[src/hdl/rrsp_pkg.sv]
`timescale 1ns / 1ps
package rrsp_pkg;

	localparam int MAX_DEPTH = 32;
	localparam int IDX_W = $clog2(MAX_DEPTH);
	localparam int DEPTH_W = 6;
	localparam int LINE_MAX = 65536;
	localparam int LLEN_W = $clog2(LINE_MAX) + 1;
	localparam int FREM_W = 33;
	localparam int RB_W = 33;
	localparam int FIFO_DEPTH = 4;
	localparam int FIFO_AW = $clog2(FIFO_DEPTH);

	localparam logic [RB_W-1:0] REPLY_SAT = {RB_W{1'b1}};
	localparam logic [67:0] MAG_LIMIT = 68'h0_8000_0000_0000_0000;

	// stream characters
	localparam logic [7:0] CH_PLUS = 8'h2B;
	localparam logic [7:0] CH_MINUS = 8'h2D;
	localparam logic [7:0] CH_COLON = 8'h3A;
	localparam logic [7:0] CH_LPAREN = 8'h28;
	localparam logic [7:0] CH_COMMA = 8'h2C;
	localparam logic [7:0] CH_HASH = 8'h23;
	localparam logic [7:0] CH_UNDER = 8'h5F;
	localparam logic [7:0] CH_DOLLAR = 8'h24;
	localparam logic [7:0] CH_BANG = 8'h21;
	localparam logic [7:0] CH_EQUAL = 8'h3D;
	localparam logic [7:0] CH_STAR = 8'h2A;
	localparam logic [7:0] CH_PERCENT = 8'h25;
	localparam logic [7:0] CH_TILDE = 8'h7E;
	localparam logic [7:0] CH_GT = 8'h3E;
	localparam logic [7:0] CH_PIPE = 8'h7C;
	localparam logic [7:0] CH_CR = 8'h0D;
	localparam logic [7:0] CH_LF = 8'h0A;
	localparam logic [7:0] CH_0 = 8'h30;
	localparam logic [7:0] CH_9 = 8'h39;
	localparam logic [7:0] CH_T = 8'h74;
	localparam logic [7:0] CH_F = 8'h66;

	// value kinds
	localparam logic [3:0] VK_SIMPLE = 4'd0;
	localparam logic [3:0] VK_ERROR = 4'd1;
	localparam logic [3:0] VK_INT = 4'd2;
	localparam logic [3:0] VK_BIGNUM = 4'd3;
	localparam logic [3:0] VK_DOUBLE = 4'd4;
	localparam logic [3:0] VK_BOOL = 4'd5;
	localparam logic [3:0] VK_NULL = 4'd6;
	localparam logic [3:0] VK_BULK = 4'd7;
	localparam logic [3:0] VK_BLOBERR = 4'd8;
	localparam logic [3:0] VK_VERB = 4'd9;
	localparam logic [3:0] VK_ARRAY = 4'd10;
	localparam logic [3:0] VK_MAP = 4'd11;
	localparam logic [3:0] VK_SET = 4'd12;
	localparam logic [3:0] VK_PUSH = 4'd13;
	localparam logic [3:0] VK_ATTR = 4'd14;
	localparam logic [3:0] VK_UNKNOWN = 4'd15;

	localparam logic [2:0] FT_PUSH = 3'd3;
	localparam logic [2:0] FT_ATTR = 3'd4;

	// event kinds
	localparam logic [1:0] EV_PAYLOAD = 2'd0;
	localparam logic [1:0] EV_COMPLETE = 2'd1;
	localparam logic [1:0] EV_OPEN = 2'd2;
	localparam logic [1:0] EV_ERROR = 2'd3;

	// error codes
	localparam logic [3:0] ERR_LINE = 4'd0;
	localparam logic [3:0] ERR_INT = 4'd1;
	localparam logic [3:0] ERR_BIGNUM = 4'd2;
	localparam logic [3:0] ERR_DOUBLE = 4'd3;
	localparam logic [3:0] ERR_BOOL = 4'd4;
	localparam logic [3:0] ERR_NULL = 4'd5;
	localparam logic [3:0] ERR_LENGTH = 4'd6;
	localparam logic [3:0] ERR_BULK = 4'd7;
	localparam logic [3:0] ERR_CRLF = 4'd8;
	localparam logic [3:0] ERR_VERB = 4'd9;
	localparam logic [3:0] ERR_ELEMS = 4'd10;
	localparam logic [3:0] ERR_DEPTH = 4'd11;
	localparam logic [3:0] ERR_REPLY = 4'd12;
	localparam logic [3:0] ERR_TYPE = 4'd13;
	localparam logic [3:0] ERR_FAILED = 4'd14;

	// register indexes
	localparam logic [1:0] REG_BULK = 2'd0;
	localparam logic [1:0] REG_ELEMS = 2'd1;
	localparam logic [1:0] REG_DEPTH = 2'd2;
	localparam logic [1:0] REG_REPLY = 2'd3;

	typedef enum logic [2:0] {
		PH_TYPE,
		PH_LINE,
		PH_DATA,
		PH_DCR,
		PH_DLF
	} phase_t;

	typedef enum logic {
		BK_BYTE,
		BK_SETTLE
	} back_state_t;

	typedef struct packed {
		logic [29:0] bulk_limit;
		logic [31:0] element_limit;
		logic [5:0] depth_limit;
		logic [31:0] reply_limit;
	} cfg_t;

	typedef struct packed {
		logic [7:0] data;
		logic [3:0] kind;
	} item_t;

endpackage

[src/hdl/rrsp_front.sv]
`timescale 1ns / 1ps
module rrsp_front (
	input logic clk,
	input logic arst_n,
	input logic byte_valid,
	output logic byte_stall,
	input logic [7:0] data_byte,
	output logic item_valid,
	output rrsp_pkg::item_t item,
	input logic item_pop
);
	import rrsp_pkg::*;

	item_t fifo_q [FIFO_DEPTH];
	logic [FIFO_AW-1:0] wr_ptr_q;
	logic [FIFO_AW-1:0] rd_ptr_q;
	logic [FIFO_AW:0] count_q;
	logic push;
	logic pop;
	logic [3:0] kind;

	always_comb begin
		unique case (data_byte)
			CH_PLUS: kind = VK_SIMPLE;
			CH_MINUS: kind = VK_ERROR;
			CH_COLON: kind = VK_INT;
			CH_LPAREN: kind = VK_BIGNUM;
			CH_COMMA: kind = VK_DOUBLE;
			CH_HASH: kind = VK_BOOL;
			CH_UNDER: kind = VK_NULL;
			CH_DOLLAR: kind = VK_BULK;
			CH_BANG: kind = VK_BLOBERR;
			CH_EQUAL: kind = VK_VERB;
			CH_STAR: kind = VK_ARRAY;
			CH_PERCENT: kind = VK_MAP;
			CH_TILDE: kind = VK_SET;
			CH_GT: kind = VK_PUSH;
			CH_PIPE: kind = VK_ATTR;
			default: kind = VK_UNKNOWN;
		endcase
	end

	assign byte_stall = (count_q == (FIFO_AW+1)'(FIFO_DEPTH));
	assign push = byte_valid && !byte_stall;
	assign item_valid = (count_q != '0);
	assign pop = item_pop && item_valid;
	assign item = fifo_q[rd_ptr_q];

	always_ff @(posedge clk) begin
		if (push) begin
			fifo_q[wr_ptr_q] <= '{data: data_byte, kind: kind};
		end
	end

	always_ff @(posedge clk or negedge arst_n) begin
		if (!arst_n) begin
			wr_ptr_q <= '0;
			rd_ptr_q <= '0;
			count_q <= '0;
		end else begin
			if (push) begin
				wr_ptr_q <= wr_ptr_q + 1'b1;
			end
			if (pop) begin
				rd_ptr_q <= rd_ptr_q + 1'b1;
			end
			if (push && !pop) begin
				count_q <= count_q + 1'b1;
			end else if (pop && !push) begin
				count_q <= count_q - 1'b1;
			end
		end
	end

endmodule

[src/hdl/rrsp_back.sv]
`timescale 1ns / 1ps
module rrsp_back (
	input logic clk,
	input logic arst_n,
	input rrsp_pkg::cfg_t cfg,
	input logic item_valid,
	input rrsp_pkg::item_t item,
	output logic item_pop,
	output logic event_valid,
	input logic event_stall,
	output logic [1:0] event_kind,
	output logic [3:0] value_kind,
	output logic [7:0] payload,
	output logic [63:0] number,
	output logic [5:0] depth,
	output logic [5:0] levels_closed,
	output logic reply_done,
	output logic discarded,
	output logic [3:0] error_code
);
	import rrsp_pkg::*;

	typedef struct packed {
		logic [63:0] acc;
		logic neg;
		logic digit;
		logic bad;
	} num_st_t;

	function automatic num_st_t numeric_char(input num_st_t s, input logic [3:0] k,
			input logic [LLEN_W-1:0] llen, input logic [7:0] c);
		num_st_t r;
		logic [67:0] prod;
		r = s;
		prod = ({4'b0, s.acc} << 3) + ({4'b0, s.acc} << 1) + {60'b0, c - CH_0};
		if (k == VK_BOOL) begin
			if (llen == '0) begin
				r.acc = {56'b0, c};
			end else begin
				r.bad = 1'b1;
			end
		end else if (k == VK_NULL) begin
			r.bad = 1'b1;
		end else if (k == VK_UNKNOWN) begin
			r = s;
		end else if (llen == '0 && c == CH_MINUS) begin
			r.neg = 1'b1;
		end else if (c >= CH_0 && c <= CH_9) begin
			r.digit = 1'b1;
			if (!s.bad) begin
				if (prod > MAG_LIMIT) begin
					r.bad = 1'b1;
				end else begin
					r.acc = prod[63:0];
				end
			end
		end else begin
			r.bad = 1'b1;
		end
		return r;
	endfunction

	back_state_t state_q, n_state;
	phase_t phase_q, n_phase;
	logic [3:0] ctype_q, n_ctype;
	logic [LLEN_W-1:0] llen_q, n_llen;
	logic [63:0] acc_q, n_acc;
	logic neg_q, digit_q, bad_q, held_q;
	logic n_neg, n_digit, n_bad, n_held;
	logic [29:0] brem_q, n_brem;
	logic [DEPTH_W-1:0] depth_q, n_depth;
	logic [RB_W-1:0] rbytes_q, n_rb;
	logic failed_q, n_failed;
	logic deliver_q, n_deliver;
	logic [FREM_W-1:0] frem_q [MAX_DEPTH];
	logic [2:0] ftype_q [MAX_DEPTH];

	logic ev_valid_q, n_ev_valid;
	logic [1:0] ev_kind_q, n_ev_kind;
	logic [3:0] vk_q, n_vk;
	logic [7:0] pay_q, n_pay;
	logic [63:0] num_q, n_num;
	logic [5:0] dep_q, n_dep;
	logic [5:0] closed_q, n_closed;
	logic done_q, n_done;
	logic disc_q, n_disc;
	logic [3:0] err_q, n_err;

	logic fr_we;
	logic [IDX_W-1:0] fr_addr;
	logic [FREM_W-1:0] fr_rem;
	logic ft_we;
	logic [2:0] ft_type;

	logic take;
	logic settle_go;
	logic settle_end;
	logic in_disc;
	logic [MAX_DEPTH-1:0] attr_live;
	logic [IDX_W-1:0] top;
	logic [DEPTH_W-1:0] top_full;
	logic [FREM_W-1:0] rem_eff;

	assign take = (state_q == BK_BYTE) && item_valid && (!ev_valid_q || !event_stall);
	assign item_pop = take;

	always_comb begin
		for (int i = 0; i < MAX_DEPTH; i++) begin
			attr_live[i] = (DEPTH_W'(i) < depth_q) && (ftype_q[i] == FT_ATTR);
		end
	end
	assign in_disc = (|attr_live) || (depth_q != '0 && ftype_q[0] == FT_PUSH);

	assign top_full = depth_q - 1'b1;
	assign top = top_full[IDX_W-1:0];
	assign rem_eff = (deliver_q && frem_q[top] != '0) ? frem_q[top] - 1'b1 : frem_q[top];
	assign settle_end = (state_q == BK_SETTLE) && (depth_q == '0 || rem_eff != '0);

	// state sequencing
	always_comb begin
		n_state = state_q;
		unique case (state_q)
			BK_BYTE: begin
				if (settle_go) begin
					n_state = BK_SETTLE;
				end
			end
			BK_SETTLE: begin
				if (settle_end) begin
					n_state = BK_BYTE;
				end
			end
			default: n_state = BK_BYTE;
		endcase
	end

	// datapath
	always_comb begin
		logic [7:0] b;
		logic is_text;
		logic ok;
		logic [LLEN_W-1:0] l1;
		num_st_t s;
		logic [63:0] n64;
		logic [DEPTH_W-1:0] eff;
		logic [DEPTH_W-1:0] nd;
		logic [2:0] t;
		logic do_fail, do_finish, do_open, ev_go;
		logic [3:0] f_code, fin_vk;
		logic [63:0] fin_num;

		b = item.data;
		is_text = (ctype_q == VK_SIMPLE) || (ctype_q == VK_ERROR)
			|| (ctype_q == VK_BIGNUM) || (ctype_q == VK_DOUBLE);
		ok = !bad_q && digit_q && !(!neg_q && acc_q == MAG_LIMIT[63:0]);
		n64 = (ctype_q == VK_MAP || ctype_q == VK_ATTR) ? {acc_q[62:0], 1'b0} : acc_q;
		eff = (cfg.depth_limit < DEPTH_W'(MAX_DEPTH)) ? cfg.depth_limit : DEPTH_W'(MAX_DEPTH);
		l1 = llen_q;
		s = '{acc: acc_q, neg: neg_q, digit: digit_q, bad: bad_q};
		nd = depth_q - 1'b1;
		t = ftype_q[top];
		do_fail = 1'b0;
		do_finish = 1'b0;
		do_open = 1'b0;
		ev_go = 1'b0;
		f_code = ERR_FAILED;
		fin_vk = ctype_q;
		fin_num = '0;

		n_phase = phase_q;
		n_ctype = ctype_q;
		n_llen = llen_q;
		n_acc = acc_q;
		n_neg = neg_q;
		n_digit = digit_q;
		n_bad = bad_q;
		n_held = held_q;
		n_brem = brem_q;
		n_depth = depth_q;
		n_rb = rbytes_q;
		n_failed = failed_q;
		n_deliver = deliver_q;
		settle_go = 1'b0;
		fr_we = 1'b0;
		fr_addr = top;
		fr_rem = rem_eff;
		ft_we = 1'b0;
		ft_type = ctype_q[2:0] - VK_ARRAY[2:0];

		n_ev_valid = ev_valid_q && event_stall;
		n_ev_kind = ev_kind_q;
		n_vk = vk_q;
		n_pay = pay_q;
		n_num = num_q;
		n_dep = dep_q;
		n_closed = closed_q;
		n_done = done_q;
		n_disc = disc_q;
		n_err = err_q;

		if (state_q == BK_SETTLE) begin
			// one stack level per cycle
			if (depth_q == '0) begin
				if (deliver_q) begin
					n_done = 1'b1;
					n_rb = '0;
				end
				n_ev_valid = 1'b1;
			end else if (rem_eff != '0) begin
				fr_we = 1'b1;
				n_ev_valid = 1'b1;
			end else begin
				n_depth = nd;
				n_closed = closed_q + 1'b1;
				n_deliver = !(t == FT_ATTR) && !(t == FT_PUSH && nd == '0);
				if (t == FT_PUSH && nd == '0) begin
					n_rb = '0;
				end
			end
		end else if (take) begin
			if (failed_q) begin
				do_fail = 1'b1;
			end else begin
				n_rb = (rbytes_q < REPLY_SAT) ? rbytes_q + 1'b1 : rbytes_q;
				unique case (phase_q)
					PH_TYPE: begin
						n_ctype = item.kind;
						n_llen = '0;
						n_acc = '0;
						n_neg = 1'b0;
						n_digit = 1'b0;
						n_bad = 1'b0;
						n_held = 1'b0;
						n_phase = PH_LINE;
					end
					PH_LINE: begin
						if (held_q && b == CH_LF && (!is_text || acc_q[7:0] == CH_CR)) begin
							unique case (ctype_q) inside
								VK_SIMPLE, VK_ERROR: do_finish = 1'b1;
								VK_INT: begin
									if (!ok) begin
										do_fail = 1'b1;
										f_code = ERR_INT;
									end else begin
										do_finish = 1'b1;
										fin_num = neg_q ? (64'd0 - acc_q) : acc_q;
									end
								end
								VK_BIGNUM: begin
									if (bad_q || !digit_q) begin
										do_fail = 1'b1;
										f_code = ERR_BIGNUM;
									end else begin
										do_finish = 1'b1;
									end
								end
								VK_DOUBLE: begin
									if (llen_q == '0) begin
										do_fail = 1'b1;
										f_code = ERR_DOUBLE;
									end else begin
										do_finish = 1'b1;
									end
								end
								VK_BOOL: begin
									if (llen_q != LLEN_W'(1)
											|| (acc_q != {56'b0, CH_T} && acc_q != {56'b0, CH_F})) begin
										do_fail = 1'b1;
										f_code = ERR_BOOL;
									end else begin
										do_finish = 1'b1;
										fin_num = {63'b0, acc_q == {56'b0, CH_T}};
									end
								end
								VK_NULL: begin
									if (llen_q != '0) begin
										do_fail = 1'b1;
										f_code = ERR_NULL;
									end else begin
										do_finish = 1'b1;
									end
								end
								VK_BULK, VK_BLOBERR, VK_VERB: begin
									if (!ok) begin
										do_fail = 1'b1;
										f_code = ERR_LENGTH;
									end else if (ctype_q == VK_BULK && neg_q && acc_q == 64'd1) begin
										do_finish = 1'b1;
										fin_vk = VK_NULL;
									end else if (neg_q && acc_q != '0) begin
										do_fail = 1'b1;
										f_code = ERR_LENGTH;
									end else if (acc_q > {34'b0, cfg.bulk_limit}) begin
										do_fail = 1'b1;
										f_code = ERR_BULK;
									end else begin
										n_brem = acc_q[29:0];
										n_neg = 1'b0;
										n_digit = 1'b0;
										n_held = 1'b0;
										n_bad = (ctype_q == VK_VERB) && (acc_q < 64'd4);
										n_phase = (acc_q != '0) ? PH_DATA : PH_DCR;
									end
								end
								VK_ARRAY, VK_MAP, VK_SET, VK_PUSH, VK_ATTR: begin
									if (!ok) begin
										do_fail = 1'b1;
										f_code = ERR_LENGTH;
									end else if (ctype_q == VK_ARRAY && neg_q && acc_q == 64'd1) begin
										do_finish = 1'b1;
										fin_vk = VK_NULL;
									end else if (neg_q && acc_q != '0) begin
										do_fail = 1'b1;
										f_code = ERR_LENGTH;
									end else if (n64 > {32'b0, cfg.element_limit}) begin
										do_fail = 1'b1;
										f_code = ERR_ELEMS;
									end else if ((depth_q + 1'b1) > eff) begin
										do_fail = 1'b1;
										f_code = ERR_DEPTH;
									end else begin
										do_open = 1'b1;
									end
								end
								default: begin
									do_fail = 1'b1;
									f_code = ERR_TYPE;
								end
							endcase
						end else begin
							if (is_text) begin
								// text leaves one byte late so the closing CR never shows
								if (held_q) begin
									ev_go = 1'b1;
									n_ev_kind = EV_PAYLOAD;
									n_vk = ctype_q;
									n_pay = acc_q[7:0];
									n_num = '0;
									n_dep = depth_q;
									n_closed = '0;
									n_done = 1'b0;
									n_disc = in_disc;
									n_err = '0;
									if (ctype_q == VK_BIGNUM
											&& !(llen_q == '0
											&& (acc_q[7:0] == CH_PLUS || acc_q[7:0] == CH_MINUS))) begin
										if (acc_q[7:0] >= CH_0 && acc_q[7:0] <= CH_9) begin
											n_digit = 1'b1;
										end else begin
											n_bad = 1'b1;
										end
									end
									l1 = llen_q + 1'b1;
								end
								n_acc = {56'b0, b};
								n_held = 1'b1;
							end else begin
								n_held = 1'b0;
								if (held_q) begin
									// a held CR that was not a line end counts as text
									if (ctype_q == VK_BOOL && l1 == '0) begin
										s.acc = {56'b0, CH_CR};
									end else if (ctype_q != VK_UNKNOWN) begin
										s.bad = 1'b1;
									end
									l1 = l1 + 1'b1;
								end
								if (b == CH_CR) begin
									n_held = 1'b1;
								end else begin
									s = numeric_char(s, ctype_q, l1, b);
									l1 = l1 + 1'b1;
								end
								n_acc = s.acc;
								n_neg = s.neg;
								n_digit = s.digit;
								n_bad = s.bad;
							end
							n_llen = l1;
							if (l1 >= LLEN_W'(LINE_MAX)) begin
								do_fail = 1'b1;
								f_code = ERR_LINE;
							end
						end
					end
					PH_DATA: begin
						if (ctype_q == VK_VERB && (acc_q[29:0] - brem_q) == 30'd3 && b != CH_COLON) begin
							n_bad = 1'b1;
						end
						n_brem = (brem_q != '0) ? brem_q - 1'b1 : brem_q;
						if (n_brem == '0) begin
							n_phase = PH_DCR;
						end
						ev_go = 1'b1;
						n_ev_kind = EV_PAYLOAD;
						n_vk = ctype_q;
						n_pay = b;
						n_num = '0;
						n_dep = depth_q;
						n_closed = '0;
						n_done = 1'b0;
						n_disc = in_disc;
						n_err = '0;
					end
					PH_DCR: begin
						if (b != CH_CR) begin
							do_fail = 1'b1;
							f_code = ERR_CRLF;
						end else begin
							n_phase = PH_DLF;
						end
					end
					PH_DLF: begin
						if (b != CH_LF) begin
							do_fail = 1'b1;
							f_code = ERR_CRLF;
						end else if (ctype_q == VK_VERB && bad_q) begin
							do_fail = 1'b1;
							f_code = ERR_VERB;
						end else begin
							do_finish = 1'b1;
						end
					end
					default: n_phase = PH_TYPE;
				endcase
				if ((do_finish || do_open) && n_rb > {1'b0, cfg.reply_limit}) begin
					do_fail = 1'b1;
					f_code = ERR_REPLY;
				end
			end

			n_closed = '0;
			n_done = 1'b0;
			if (do_fail) begin
				n_failed = 1'b1;
				ev_go = 1'b1;
				n_ev_kind = EV_ERROR;
				n_vk = '0;
				n_pay = '0;
				n_num = '0;
				n_dep = depth_q;
				n_disc = 1'b0;
				n_err = f_code;
			end else if (do_finish) begin
				settle_go = 1'b1;
				n_deliver = 1'b1;
				n_phase = PH_TYPE;
				n_ev_kind = EV_COMPLETE;
				n_vk = fin_vk;
				n_pay = '0;
				n_num = fin_num;
				n_dep = depth_q;
				n_disc = in_disc;
				n_err = '0;
			end else if (do_open) begin
				settle_go = 1'b1;
				n_deliver = 1'b0;
				n_phase = PH_TYPE;
				fr_we = 1'b1;
				ft_we = 1'b1;
				fr_addr = depth_q[IDX_W-1:0];
				fr_rem = n64[FREM_W-1:0];
				n_depth = depth_q + 1'b1;
				n_ev_kind = EV_OPEN;
				n_vk = ctype_q;
				n_pay = '0;
				n_num = acc_q;
				n_dep = depth_q;
				n_disc = in_disc || (ctype_q == VK_ATTR) || (ctype_q == VK_PUSH && depth_q == '0);
				n_err = '0;
			end
			if (ev_go) begin
				n_ev_valid = 1'b1;
			end
		end
	end

	// frame stack, written before it is read
	always_ff @(posedge clk) begin
		if (fr_we) begin
			frem_q[fr_addr] <= fr_rem;
		end
		if (ft_we) begin
			ftype_q[fr_addr] <= ft_type;
		end
	end

	always_ff @(posedge clk) begin
		pay_q <= n_pay;
		num_q <= n_num;
		vk_q <= n_vk;
		ev_kind_q <= n_ev_kind;
		dep_q <= n_dep;
		closed_q <= n_closed;
		done_q <= n_done;
		disc_q <= n_disc;
		err_q <= n_err;
		acc_q <= n_acc;
		brem_q <= n_brem;
	end

	always_ff @(posedge clk or negedge arst_n) begin
		if (!arst_n) begin
			state_q <= BK_BYTE;
			phase_q <= PH_TYPE;
			ctype_q <= '0;
			llen_q <= '0;
			neg_q <= 1'b0;
			digit_q <= 1'b0;
			bad_q <= 1'b0;
			held_q <= 1'b0;
			depth_q <= '0;
			rbytes_q <= '0;
			failed_q <= 1'b0;
			deliver_q <= 1'b0;
			ev_valid_q <= 1'b0;
		end else begin
			state_q <= n_state;
			phase_q <= n_phase;
			ctype_q <= n_ctype;
			llen_q <= n_llen;
			neg_q <= n_neg;
			digit_q <= n_digit;
			bad_q <= n_bad;
			held_q <= n_held;
			depth_q <= n_depth;
			rbytes_q <= n_rb;
			failed_q <= n_failed;
			deliver_q <= n_deliver;
			ev_valid_q <= n_ev_valid;
		end
	end

	assign event_valid = ev_valid_q;
	assign event_kind = ev_kind_q;
	assign value_kind = vk_q;
	assign payload = pay_q;
	assign number = num_q;
	assign depth = dep_q;
	assign levels_closed = closed_q;
	assign reply_done = done_q;
	assign discarded = disc_q;
	assign error_code = err_q;

endmodule

[src/hdl/resp3_reply_stream_parser.sv]
`timescale 1ns / 1ps
// Flow: a byte is registered in the input queue, then the parser takes it and registers its
// event; complete and open events come from the settle step once it has closed levels.
// Throughput: one byte per cycle while the event output is not stalled and no settle runs.
// Reset clears the queue, parser state, stack depth and error flag, and loads the limit
// registers with their defaults; the frame stack is not cleared.
module resp3_reply_stream_parser (
	input logic clk,
	input logic arst_n,
	input logic byte_valid,
	output logic byte_stall,
	input logic [7:0] data_byte,
	input logic cfg_valid,
	output logic cfg_ready,
	input logic [1:0] cfg_index,
	input logic [31:0] cfg_data,
	output logic event_valid,
	input logic event_stall,
	output logic [1:0] event_kind,
	output logic [3:0] value_kind,
	output logic [7:0] payload,
	output logic signed [63:0] number,
	output logic [5:0] depth,
	output logic [5:0] levels_closed,
	output logic reply_done,
	output logic discarded,
	output logic [3:0] error_code
);
	import rrsp_pkg::*;

	cfg_t cfg_q;
	logic item_valid;
	item_t item;
	logic item_pop;
	logic [63:0] number_raw;

	assign cfg_ready = 1'b1;

	always_ff @(posedge clk or negedge arst_n) begin
		if (!arst_n) begin
			cfg_q.bulk_limit <= 30'd536870912;
			cfg_q.element_limit <= 32'd1048576;
			cfg_q.depth_limit <= 6'd32;
			cfg_q.reply_limit <= 32'hFFFF_FFFF;
		end else if (cfg_valid && cfg_ready) begin
			unique case (cfg_index)
				REG_BULK: cfg_q.bulk_limit <= cfg_data[29:0];
				REG_ELEMS: cfg_q.element_limit <= cfg_data;
				REG_DEPTH: cfg_q.depth_limit <= cfg_data[5:0];
				REG_REPLY: cfg_q.reply_limit <= cfg_data;
				default: cfg_q <= cfg_q;
			endcase
		end
	end

	rrsp_front u_front (
		.clk(clk),
		.arst_n(arst_n),
		.byte_valid(byte_valid),
		.byte_stall(byte_stall),
		.data_byte(data_byte),
		.item_valid(item_valid),
		.item(item),
		.item_pop(item_pop)
	);

	rrsp_back u_back (
		.clk(clk),
		.arst_n(arst_n),
		.cfg(cfg_q),
		.item_valid(item_valid),
		.item(item),
		.item_pop(item_pop),
		.event_valid(event_valid),
		.event_stall(event_stall),
		.event_kind(event_kind),
		.value_kind(value_kind),
		.payload(payload),
		.number(number_raw),
		.depth(depth),
		.levels_closed(levels_closed),
		.reply_done(reply_done),
		.discarded(discarded),
		.error_code(error_code)
	);

	assign number = $signed(number_raw);

`ifndef SYNTHESIS
	a_payload_no_close: assert property (@(posedge clk) disable iff (!arst_n)
		event_valid && (event_kind == EV_PAYLOAD || event_kind == EV_ERROR)
		|-> levels_closed == '0 && !reply_done)
		else $error("payload or error event closes levels");
	a_done_kind: assert property (@(posedge clk) disable iff (!arst_n)
		event_valid && reply_done |-> event_kind == EV_COMPLETE || event_kind == EV_OPEN)
		else $error("reply done on wrong event kind");
	a_depth_range: assert property (@(posedge clk) disable iff (!arst_n)
		event_valid |-> depth <= 6'(MAX_DEPTH) && levels_closed <= 6'(MAX_DEPTH))
		else $error("depth out of range");
	a_sticky_fail: assert property (@(posedge clk) disable iff (!arst_n)
		event_valid && !event_stall && event_kind == EV_ERROR |=> !event_valid
		|| event_kind == EV_ERROR)
		else $error("event after error is not an error");
`endif

endmodule
[config.mk]
export PLATFORM = sky130hd
export DESIGN_NAME = resp3_reply_stream_parser
export DESIGN_NICKNAME = d
export VERILOG_FILES = /design/src/hdl/rrsp_pkg.sv /design/src/hdl/rrsp_front.sv /design/src/hdl/rrsp_back.sv /design/src/hdl/resp3_reply_stream_parser.sv
export SDC_FILE = /design/constraint.sdc
export NUM_CORES = 2
export LEC_CHECK = 0
export ABC_AREA = 1
export BUFFER_PORTS_ARGS = -buffer_cell sky130_fd_sc_hd__buf_4
export CAP_MARGIN = 20
export CORE_MARGIN = 2
export CORE_UTILIZATION = 46
export CTS_CLUSTER_DIAMETER = 80
export DETAILED_ROUTE_END_ITERATION = 8
export MAX_ROUTING_LAYER = met4
export PLACE_DENSITY = 0.66
export SYNTH_ARGS = -nofsm -noshare
export SYNTH_HDL_FRONTEND = slang
export SYNTH_HIERARCHICAL = 1
export SYNTH_SLANG_ARGS = --single-unit
[constraint.sdc]
create_clock -name clk -period 6.6 [get_ports clk]
set_input_delay 0 -clock clk [delete_from_list [all_inputs] [get_ports clk]]
set_output_delay 0 -clock clk [all_outputs]
set_load 0.02 [all_outputs]
==> metrics.csv <==
stage;metric;value;unit
status;status;completed;
route;1st-pass router iterations;8;
worst_hold_path;min-delay src;cfg_data[0];
place;IO buf count;144;
logic_synthesis;number of synthesized flops with an enable pin;1390;
place;Placed Area;91230;um2
grt;first-pass GRT wire length;436.5;mm
worst_hold_path;hold endpoint;cfg_q[0];
setup_path;delay-heaviest family, CP;simple AND/OR/NAND/NOR gates;
logic_synthesis;largest family of logic cells by synthesized area;simple AND/OR/NAND/NOR gates;
sta;setup violators final;0;
sta;Hold Fails Final Rpt;0;
final_layout;Nets;10340;
logic_synthesis;cell count after synthesis;9694;
logic_synthesis;asr flop ratio synth;11.35;%
setup_path;flop-to-flop setup slack;0.26;ns
grt;aggregate global routing overflow;0;
setup_path;critical path peak fanout;28;
setup_path;Reg2Reg Depth;24;
final_layout;P&R area growth vs syn;14.94;%
power_and_ir_drop;Overall Power;25.94;mW
final_layout;Final Util;53.33;%
logic_synthesis;Yosys reg bits;1568;
sta;clk_skew;0.06912;ns
logic_synthesis;area leader, netlist;edfxtp_1;
place;placer's final routability congestion estimate;1.013;
setup_path;Crit path largest cell delay;0.52;ns
logic_synthesis;Synth area leaders;edfxtp_1 49%, nand2_1 13%, nand3_1 6.9%;
route;Post-DRT Antenna Nets;0;
die;Die W;434.2;um
logic_synthesis;number of library cell types mapped by synthesis;68;
route;via count;73050;
power_and_ir_drop;P per Cell Area;265.1;nW/um2
logic_synthesis;Syn Nets;10030;
clocking;H-tree levels;4;
setup_path;reg2reg start;u_back/ctype_q[1];
setup_path;Critical Path Start Type;register;
power_and_ir_drop;Leak Pwr;36.79;nW
logic_synthesis;Synth Cell Area;85130;um2
die;DIE AREA;188500;um2
route;Via-to-Cell Ratio;5.790;
logic_synthesis;Adder-Cell Fraction of Synth Area;4.201;%
worst_hold_path;hold path depth;4;
setup_path;crit path DAT;6.86;ns
clocking;clock-pin slew on the worst setup and hold paths;0.06;ns
sta;setup TNS;0;ns
logic_synthesis;Syn Area/Cell;8.781;um2
sta;final count of pins violating max slew;0;
route;DR WL/cell;23.36;um
logic_synthesis;Post-Synth XOR/XNOR Area;2.077;%
grt;initial antenna violation count;4;
logic_synthesis;compound-cell area share of the yosys netlist;7.333;%
die;core area;183500;um2
logic_synthesis;warning count from the yosys run;6;
sta;crit share post-route;96.06;%
grt;pin count of the biggest net entering global routing;159;
setup_path;Worst path most repeated cell;nand2_1;
logic_synthesis;Simple-Gate Fraction of Synth Area;26.39;%
sta;worst hold slack;0.05883;ns
final_layout;Post-Layout Inst Area;97850;um2
setup_path;Buf/Inv on CP;5;
setup_path;Setup crit end kind;register;
grt;vias in the first global route;68370;
clocking;Longest Clk Path Bufs;3;
place;dpl hpwl;203.4;mm
clocking;setup bufs post-CTS;0;
logic_synthesis;synth cell count leaders;2875 x nand2_1, 1390 x edfxtp_1, 1169 x nand3_1, 862 x nor2_1, 709 x inv_1;
clocking;worst skew pair latency;0.85;ns
final_layout;share of layout cells above drive strength 1;8.849;%
route;final wirelength;294.7;mm
sta;Slew @ Worst Pin;1.103;ns
setup_path;CP required;7.12;ns
setup_path;reg2reg end;u_back/frem_q[30][25];
die;Die Ht;434.2;um
logic_synthesis;most common cell in the synthesized netlist;nand2_1;
sta;fin crit period;6.340;ns
flow_run;total of max-cap violations;0;
setup_path;CP Class;reg2reg;
die;Ports;146;
setup_path;worst-path cell chain;nand2_1 -> nor2_1 -> a21oi_4 -> buf_4 -> o21ai_0 -> ha_1 -> nand2_1 -> nor3_1 -> buf_4 -> nor3b_1 -> nand4_1 -> nand2_1 -> nand4_1 -> nand3_1 -> nand3_1 -> nand4_1 -> buf_4 -> nand2_1 -> o21ai_1 -> inv_1 -> nor2_2 -> nand2_1 -> a21oi_4 -> buf_12;
sta;highest clock rate;157.7;MHz
route;initial drt markers;9001;
clocking;total CTS buffers;172;
route;# DRC;0;
setup_path;slowest CP cell;nor3b_1;
logic_synthesis;area share of the largest cell type after synthesis;49.03;%
grt;GRT Util Overall;31.63;%
sta;setup ws final;0.2601;ns
power_and_ir_drop;maximum vdd drop;0.2579;mV
die;Initial Util;46.40;%
worst_hold_path;Hold Path Class;in2reg;
clocking;CTS tree;done;
die;Row Count;157;
logic_synthesis;Top FF cell, synth;edfxtp_1;
place;Placed Instances;12190;
logic_synthesis;register area share after synthesis;54.32;%
clocking;clk root buf;clkbuf_16;
sta;Slew HR;25.71;%
clocking;Clock Sink Count;1568;
logic_synthesis;mux cell area share after synthesis;0.01323;%
place;pre-CTS setup slack;0.2354;ns
final_layout;Post-Layout Cell Count;12620;
-- kinds of logic after synthesis --
group | after synthesis
and+or+nand+nor | 5333
DFF | 1568
buffers and inverters | 1180
AOI/OAI and AO/OA | 1129
adders and majority gates | 284
xor gates and xnor gates | 198
other | 1
muxes | 1
-- worst max path at each step --
stage	from	slack [ns]	endpoint	depth (start not counted)
floorplan	u_back/depth_q[0]	-0.69	u_back/frem_q[23][0]	41
global placement	u_back/ctype_q[1]	0.27	u_back/frem_q[30][18]	24
detailed placement	u_back/ctype_q[0]	0.24	u_back/ftype_q[12][0]	26
CTS	u_back/ctype_q[0]	0.21	u_back/ftype_q[12][1]	26
global route	u_back/rbytes_q[25]	-0.02	u_back/frem_q[30][25]	37
finish	u_back/ctype_q[1]	0.26	u_back/frem_q[30][25]	24
-- cells in the final DEF, fill, tap and decap left out, types with 14 or more instances in the layout --
master,n
o22ai_1,32
clkinv_1,49
nor3_1,143
clkbuf_1,36
o211ai_1,53
xnor2_1,31
a21o_1,14
nor2_2,31
nand2_1,2871
xor2_1,162
a31oi_1,30
a21oi_1,384
buf_4,406
edfxtp_1,1390
a21oi_4,33
dlygate4sd3_1,102
nand3b_1,31
nor4_1,28
buf_12,71
o21ai_0,460
dfrtp_1,141
o21a_1,17
clkinv_2,21
ha_1,280
inv_1,707
nand3_1,1169
nand4_1,165
o21bai_1,15
o221ai_1,21
clkbuf_16,175
nor2_1,850
dfstp_2,35
inv_2,14
-- power by group --
group | total (mW) | internal, mW | switching (mW)
Combinational | 4.96 | 1.59 | 3.38
Sequential | 11.6 | 11.3 | 0.306
Clock | 9.35 | 5.25 | 4.10
-- flip-flops by register name, summed over array words and instances, names as in the netlist, 3 cells and up --
signal / cells
u_back/depth: 6
u_back/value_kind: 4
u_back/brem_q: 30
u_back/error_code: 4
u_back/payload: 8
u_back/number: 64
u_front/count_q: 3
u_back/depth_q: 6
u_back/ftype_q: 96
u_back/acc_q: 64
u_back/rbytes_q: 33
u_front/fifo_q: 48
u_back/ctype_q: 4
u_back/levels_closed: 6
cfg_q: 100
u_back/frem_q: 1056
u_back/llen_q: 17
u_back/phase_q: 3
-- worst register-to-register path, stage by stage, from the launching register on --
cell     delay, ns
dfrtp_1       0.46
nand2_1       0.21
nor2_1        0.11
a21oi_4       0.37
buf_4         0.35
o21ai_0       0.25
ha_1          0.37
nand2_1       0.06
nor3_1        0.30
buf_4         0.19
nor3b_1       0.52
nand4_1       0.17
nand2_1       0.20
nand4_1       0.23
nand3_1       0.31
nand3_1       0.22
nand4_1       0.16
buf_4         0.22
nand2_1       0.07
o21ai_1       0.12
inv_1         0.14
nor2_2        0.26
nand2_1       0.19
a21oi_4       0.25
buf_12        0.25
-- cell type report --
class                      instances  area [um2]
antenna                            4       10.01
clock buffer                     214        4544
clock inverter                   102       925.9
fill                           16640       85630
inverter                         731        2776
multi-input combinational       6946       34650
sequential                      1568       46240
tap                             2464        3083
timing repair buffer             587        5617
-- repair_timing --
action / in CTS / in global routing
hold endpoints to repair: 309 / 0
setup endpoints to repair: 0 / 1829
gates resized for setup: 0 / 20
hold buffers: 103 / 0
-- per-layer routing --
metal | share of wire (%) | global-route usage (%)
met1 | 43 | 44.41
met2 | 44 | 46.67
met3 | 9.1 | 4.737
met4 | 3.8 | 11.27
met5 | 0 | -
Power figures use the tool's default switching activity.
